<file path="src/sv/ffa_pkg.sv">
`default_nettype none
package ffa_pkg;

  // Arena geometry.
  localparam int ARENA_BYTES  = 65536;
  localparam int HEADER_BYTES = 24;
  localparam int MAX_SEGMENTS = 256;
  localparam int SPLIT_SLACK  = 64;

  localparam int IDX_W  = $clog2(MAX_SEGMENTS);
  localparam int CNT_W  = $clog2(MAX_SEGMENTS + 1);
  localparam int OFF_W  = 16;
  localparam int BODY_W = 17;

  localparam logic [BODY_W-1:0] BODY_INIT = BODY_W'(ARENA_BYTES - HEADER_BYTES);
  localparam logic [CNT_W-1:0]  CNT_MAX   = CNT_W'(MAX_SEGMENTS);

  typedef enum logic [1:0] {
    OP_ALLOC = 2'd0,
    OP_FREE  = 2'd1,
    OP_RESET = 2'd2,
    OP_NONE  = 2'd3
  } op_t;

  typedef enum logic [1:0] {
    ST_OK      = 2'd0,
    ST_OOM     = 2'd1,
    ST_UNKNOWN = 2'd2
  } status_t;

  // One segment table entry, with its used mark.
  typedef struct packed {
    logic [OFF_W-1:0]  hdr;
    logic [BODY_W-1:0] body;
    logic [OFF_W-1:0]  pay;
    logic              used;
  } seg_rec_t;

  typedef enum logic [4:0] {
    CMD_NONE,
    CMD_INIT,
    CMD_START,
    CMD_RD_IDX,
    CMD_ALIGN,
    CMD_NEXT,
    CMD_TAKE,
    CMD_TAKE_SPLIT,
    CMD_SH_UP_RD,
    CMD_SH_UP_WR,
    CMD_INS_WR,
    CMD_FREE_HIT,
    CMD_CAP,
    CMD_MERGE_WR,
    CMD_SH_DN_RD,
    CMD_SH_DN_WR,
    CMD_DEC,
    CMD_OK,
    CMD_OOM,
    CMD_UNKNOWN,
    CMD_PUBLISH
  } cmd_t;

  // Status from the datapath to the controller.
  typedef struct packed {
    op_t  op;
    logic addr_zero;
    logic idx_end;
    logic fit;
    logic split;
    logic match;
    logic last;
    logic pair_free;
    logic up_done;
    logic dn_done;
  } dp_stat_t;

  typedef enum logic [3:0] {
    S_INIT,
    S_IDLE,
    S_DECODE,
    S_A_RD,
    S_A_ALIGN,
    S_A_FIT,
    S_UP_CHK,
    S_UP_WR,
    S_F_RD,
    S_F_CMP,
    S_M_CHK,
    S_M_CAP,
    S_M_WR,
    S_DN_CHK,
    S_DN_WR,
    S_DONE
  } state_t;

endpackage
`default_nettype wire

</file>
<file path="src/sv/ffa_ctrl.sv">
`default_nettype none
module ffa_ctrl (
  input  wire logic              clk,
  input  wire logic              rst,
  input  wire ffa_pkg::dp_stat_t stat,
  input  wire logic              in_valid,
  output logic                   in_ready,
  output logic                   out_valid,
  input  wire logic              out_ready,
  output ffa_pkg::cmd_t          cmd
);

  ffa_pkg::state_t state;
  ffa_pkg::state_t state_next;
  logic            out_valid_next;

  always_ff @(posedge clk) begin
    if (rst) begin
      state     <= ffa_pkg::S_INIT;
      out_valid <= 1'b0;
    end else begin
      state     <= state_next;
      out_valid <= out_valid_next;
    end
  end

  // Next state and commands.
  always_comb begin
    state_next     = state;
    cmd            = ffa_pkg::CMD_NONE;
    in_ready       = (state == ffa_pkg::S_IDLE);
    out_valid_next = out_valid && !out_ready;
    case (state)
      ffa_pkg::S_INIT: begin
        cmd        = ffa_pkg::CMD_INIT;
        state_next = ffa_pkg::S_IDLE;
      end
      ffa_pkg::S_IDLE: begin
        if (in_valid) begin
          cmd        = ffa_pkg::CMD_START;
          state_next = ffa_pkg::S_DECODE;
        end
      end
      ffa_pkg::S_DECODE: begin
        case (stat.op)
          ffa_pkg::OP_ALLOC: state_next = ffa_pkg::S_A_RD;
          ffa_pkg::OP_FREE: begin
            if (stat.addr_zero) begin
              cmd        = ffa_pkg::CMD_OK;
              state_next = ffa_pkg::S_DONE;
            end else begin
              state_next = ffa_pkg::S_F_RD;
            end
          end
          ffa_pkg::OP_RESET: begin
            cmd        = ffa_pkg::CMD_INIT;
            state_next = ffa_pkg::S_DONE;
          end
          default: begin
            cmd        = ffa_pkg::CMD_OK;
            state_next = ffa_pkg::S_DONE;
          end
        endcase
      end
      ffa_pkg::S_A_RD: begin
        if (stat.idx_end) begin
          cmd        = ffa_pkg::CMD_OOM;
          state_next = ffa_pkg::S_DONE;
        end else begin
          cmd        = ffa_pkg::CMD_RD_IDX;
          state_next = ffa_pkg::S_A_ALIGN;
        end
      end
      ffa_pkg::S_A_ALIGN: begin
        cmd        = ffa_pkg::CMD_ALIGN;
        state_next = ffa_pkg::S_A_FIT;
      end
      ffa_pkg::S_A_FIT: begin
        if (!stat.fit) begin
          cmd        = ffa_pkg::CMD_NEXT;
          state_next = ffa_pkg::S_A_RD;
        end else if (stat.split) begin
          cmd        = ffa_pkg::CMD_TAKE_SPLIT;
          state_next = ffa_pkg::S_UP_CHK;
        end else begin
          cmd        = ffa_pkg::CMD_TAKE;
          state_next = ffa_pkg::S_DONE;
        end
      end
      ffa_pkg::S_UP_CHK: begin
        if (stat.up_done) begin
          cmd        = ffa_pkg::CMD_INS_WR;
          state_next = ffa_pkg::S_DONE;
        end else begin
          cmd        = ffa_pkg::CMD_SH_UP_RD;
          state_next = ffa_pkg::S_UP_WR;
        end
      end
      ffa_pkg::S_UP_WR: begin
        cmd        = ffa_pkg::CMD_SH_UP_WR;
        state_next = ffa_pkg::S_UP_CHK;
      end
      ffa_pkg::S_F_RD: begin
        if (stat.idx_end) begin
          cmd        = ffa_pkg::CMD_UNKNOWN;
          state_next = ffa_pkg::S_DONE;
        end else begin
          cmd        = ffa_pkg::CMD_RD_IDX;
          state_next = ffa_pkg::S_F_CMP;
        end
      end
      ffa_pkg::S_F_CMP: begin
        if (stat.match) begin
          cmd        = ffa_pkg::CMD_FREE_HIT;
          state_next = ffa_pkg::S_M_CHK;
        end else begin
          cmd        = ffa_pkg::CMD_NEXT;
          state_next = ffa_pkg::S_F_RD;
        end
      end
      // Read the current entry, then its neighbor, before deciding on a merge.
      ffa_pkg::S_M_CHK: begin
        if (stat.last) begin
          cmd        = ffa_pkg::CMD_OK;
          state_next = ffa_pkg::S_DONE;
        end else begin
          cmd        = ffa_pkg::CMD_RD_IDX;
          state_next = ffa_pkg::S_M_CAP;
        end
      end
      ffa_pkg::S_M_CAP: begin
        cmd        = ffa_pkg::CMD_CAP;
        state_next = ffa_pkg::S_M_WR;
      end
      ffa_pkg::S_M_WR: begin
        if (stat.pair_free) begin
          cmd        = ffa_pkg::CMD_MERGE_WR;
          state_next = ffa_pkg::S_DN_CHK;
        end else begin
          cmd        = ffa_pkg::CMD_NEXT;
          state_next = ffa_pkg::S_M_CHK;
        end
      end
      ffa_pkg::S_DN_CHK: begin
        if (stat.dn_done) begin
          cmd        = ffa_pkg::CMD_DEC;
          state_next = ffa_pkg::S_M_CHK;
        end else begin
          cmd        = ffa_pkg::CMD_SH_DN_RD;
          state_next = ffa_pkg::S_DN_WR;
        end
      end
      ffa_pkg::S_DN_WR: begin
        cmd        = ffa_pkg::CMD_SH_DN_WR;
        state_next = ffa_pkg::S_DN_CHK;
      end
      ffa_pkg::S_DONE: begin
        // Hand the word to the output register once it is free.
        if (!out_valid || out_ready) begin
          cmd            = ffa_pkg::CMD_PUBLISH;
          out_valid_next = 1'b1;
          state_next     = ffa_pkg::S_IDLE;
        end
      end
      default: state_next = ffa_pkg::S_IDLE;
    endcase
  end

endmodule
`default_nettype wire

</file>
<file path="config.mk">
export PLATFORM = sky130hd
export DESIGN_NAME = ffa_ctrl
export DESIGN_NICKNAME = d
export VERILOG_FILES = /design/src/sv/ffa_pkg.sv /design/src/sv/ffa_ctrl.sv
export SDC_FILE = /design/constraint.sdc
export NUM_CORES = 1
export LEC_CHECK = 0
export ABC_AREA = 1
export BUFFER_PORTS_ARGS = -buffer_cell sky130_fd_sc_hd__buf_4
export CORE_AREA = 4 4 41 43
export CTS_CLUSTER_DIAMETER = 60
export DETAILED_ROUTE_END_ITERATION = 10
export DIE_AREA = 0 0 45 47
export PLACE_DENSITY = 0.77
export SLEW_MARGIN = 20
export SYNTH_ARGS = -nofsm -noshare
export SYNTH_HDL_FRONTEND = slang
export SYNTH_SLANG_ARGS = --single-unit
</file>
<file path="constraint.sdc">
create_clock -name clk -period 2.7 [get_ports clk]
set_clock_uncertainty 0.1 [all_clocks]
set_input_delay 0 -clock clk [delete_from_list [all_inputs] [get_ports clk]]
set_output_delay 0 -clock clk [all_outputs]
set_load 0.02 [all_outputs]
</file>
==> impl_metrics.py <==
metrics = {
    "final_layout": {
        "layout-drive-gt1-share_pct": 22.4,
        "multi_input_area_um2": 454,
        "final_nets": 168,
        "fillers": 131,
        "final_cell_mix": "nand2_1 (40), buf_4 (21), inv_1 (19), nor2_1 (15)",
        "instances_no_fill": 167,
        "regArea_um2": 100,
        "syn_to_final_growth_pct": 33.6,
        "final_common_cell": "nand2_1",
        "antenna_cells": 0,
        "final_util_pct": 66.2,
        "postLayoutCellArea_um2": 861,
    },
    "worst_hold_path": {
        "holdPathStages": 6,
        "hold_path_end": "state[0]",
        "hold_start": "in_valid",
        "holdCritPathClass": "in -> reg",
    },
    "cts": {
        "cts-resized-gates": 0,
        "cts_buffers": 3,
        "cts_max_level": 1,
        "clkSinkCount": 5,
        "clock_path_buffers": 2,
        "cts_tree": "built",
        "cts-root-buf": "clkbuf_4",
        "clk_latency_ns": 0.25,
        "clk_pin_slew_ns": 0.05,
    },
    "sta": {
        "fmax_ghz": 0.539,
        "rsz0062_at_grt": "false",
        "setup_tns_ns": 0,
        "relSlewSlack_pct": 75.1,
        "setup_slack_ns": 0.846,
        "whs_ns": 0.0288,
        "hold_viol": 0,
        "setup_violations": 0,
        "finalMaxSlewViolations": 0,
        "worstMarginPinSlew_ns": 0.373,
        "fin_crit_sh_pct": 68.7,
        "min_period_ns": 1.85,
    },
    "place": {
        "placed_area_um2": 813,
        "io_buffer_count": 21,
        "place_ws_ns": 1.14,
        "place_inst": 161,
        "dp_hpwl_um": 1740,
        "place.gp.congestion": 0.892,
    },
    "logic_synthesis": {
        "synth_xor_area_share_pct": 0,
        "synth_top_family_by_area": "simple AND/OR/NAND/NOR gates",
        "syn_area_um2": 644,
        "synthAdderAreaFrac_pct": 0,
        "synth.distinct_cells": 18,
        "muxShareOfSynthArea_pct": 0,
        "synth-simple-area-share_pct": 54.4,
        "synth-seq-area-share_pct": 15.5,
        "synth_warnings": 0,
        "synth_compound_area_share_pct": 16.1,
        "avgSynthCellArea_um2": 5.11,
        "postSynthCellCount": 126,
        "syn_nets": 141,
        "ys_ff_latch": 5,
    },
    "die": {
        "die_h_um": 47,
        "fp-row-count": 13,
        "core_area_um2": 1300,
        "die_x_um": 45,
        "pin_count": 22,
        "start_util_pct": 49.5,
        "dieArea_um2": 2120,
    },
    "power_and_ir_drop": {
        "power_leakage_nw": 0.500,
        "p_per_area_nw_per_um2": 1060,
        "totalPowerFinal_mw": 0.915,
        "ir_drop_mv": 0.527,
    },
    "worst_setup_path": {
        "required_ns": 2.60,
        "path_max_fanout": 8,
        "critPathLaunchType": "flip-flop",
        "end_kind": "output pin",
        "rr_startpoint": "state[1]",
        "r2r_end": "out_valid",
        "rr_worst_depth": 5,
        "critPathArrivalTime_ns": 1.75,
        "crit_type": "reg -> out",
        "reg2reg_slack_ns": 0.93,
    },
    "drt": {
        "viasPerCell": 5.44,
        "antenna_left": 0,
        "wl_per_cell_um": 12.3,
        "dr.first_iter.drc_count": 64,
        "dr.pass1.iters": 4,
        "drc": 0,
        "wl_um": 2050,
        "num_vias": 908,
    },
    "outcome": {
        "status": "complete, no violations",
    },
    "global_routing": {
        "grtUsageTotal_pct": 21.9,
        "overflow": 0,
        "grt_pass1_vias": 806,
        "antenna_found_initial": 0,
        "grt_max_degree": 9,
        "grt_pass1_wl_um": 3350,
    },
    "flow_run": {
        "drv_cap": 0,
    },
}
## how the worst max path moves through the flow
stage / startpoint / endpoint / slack [ns] / depth (start not counted)
2_1_floorplan: state[0] / cmd[2] / 1.35 / 4
3_3_place_gp: state[1] / cmd[4] / 1.17 / 7
3_5_place_dp: state[1] / cmd[4] / 1.14 / 7
4_1_cts: state[1] / cmd[4] / 0.86 / 7
5_1_grt: state[1] / cmd[4] / 0.69 / 7
6_report: state[1] / cmd[4] / 0.85 / 7
## metal layers
metal	GRT usage, %	wire length [µm]	part of all wire (%)	vias up
met4	12.3	76	3.7	0
met2	39.0	949	46	45
met3	1.15	180	8.8	9
met1	26.1	845	41	395
li1	-	-	-	459
met5	0	0	0	-
## worst max-delay path: stages (launching register included)
cell,delay (ns)
dfxtp_1,0.54
inv_1,0.12
nor2_2,0.16
nand2_1,0.12
o21ai_0,0.23
a21oi_1,0.09
o2111ai_1,0.08
buf_4,0.17
## cells in the mapped netlist
cell	instances	area [µm²]
a21oi_1	6	30.0
buf_4	1	7.51
dfxtp_1	5	100
inv_1	19	71.3
inv_2	3	11.3
nand2_1	40	150
nand2_4	1	11.3
nand3_1	9	45.0
nand3b_1	1	7.51
nand4_1	3	18.8
nor2_1	15	56.3
nor2_2	4	25.0
nor2_4	1	11.3
nor3_1	5	25.0
o2111ai_1	1	8.76
o211ai_1	2	15.0
o21ai_0	9	45.0
o21ai_1	1	5.00
## state kept, by name, indices dropped and copies added (netlist names)
name       flops
out_valid      1
state          4
## final cells by class
| cell class | instances | share of cell area [%] |
|---|---|---|
| clock buffers | 3 | 2.62 |
| clock inverters | 1 | 0.581 |
| inverters | 22 | 9.59 |
| multi-input cells | 98 | 52.8 |
| flip-flops and latches | 5 | 11.6 |
| well taps | 15 | 2.18 |
| repair buffers | 23 | 20.6 |
## report_power, final
group | internal (mW) | total [mW] | leakage, nW | switching, mW
registers | 0.103 | 0.155 | 0.0411 | 0.0518
clock network | 0.0541 | 0.0927 | 0.0177 | 0.0387
logic | 0.245 | 0.667 | 0.441 | 0.423
## repair_timing
item | 4_1_cts | 5_1_grt
endpoints found under the hold margin | 5 | 0
hold buffers | 2 | 0
setup buffers | 0 | 0
## kinds of logic after synthesis
group	after synthesis
buffers and inverters	23
AND/OR/NAND/NOR	79
AO/OA/AOI/OAI	19
flip-flops	5
Note: power is estimated with default switching activity, not from simulation.
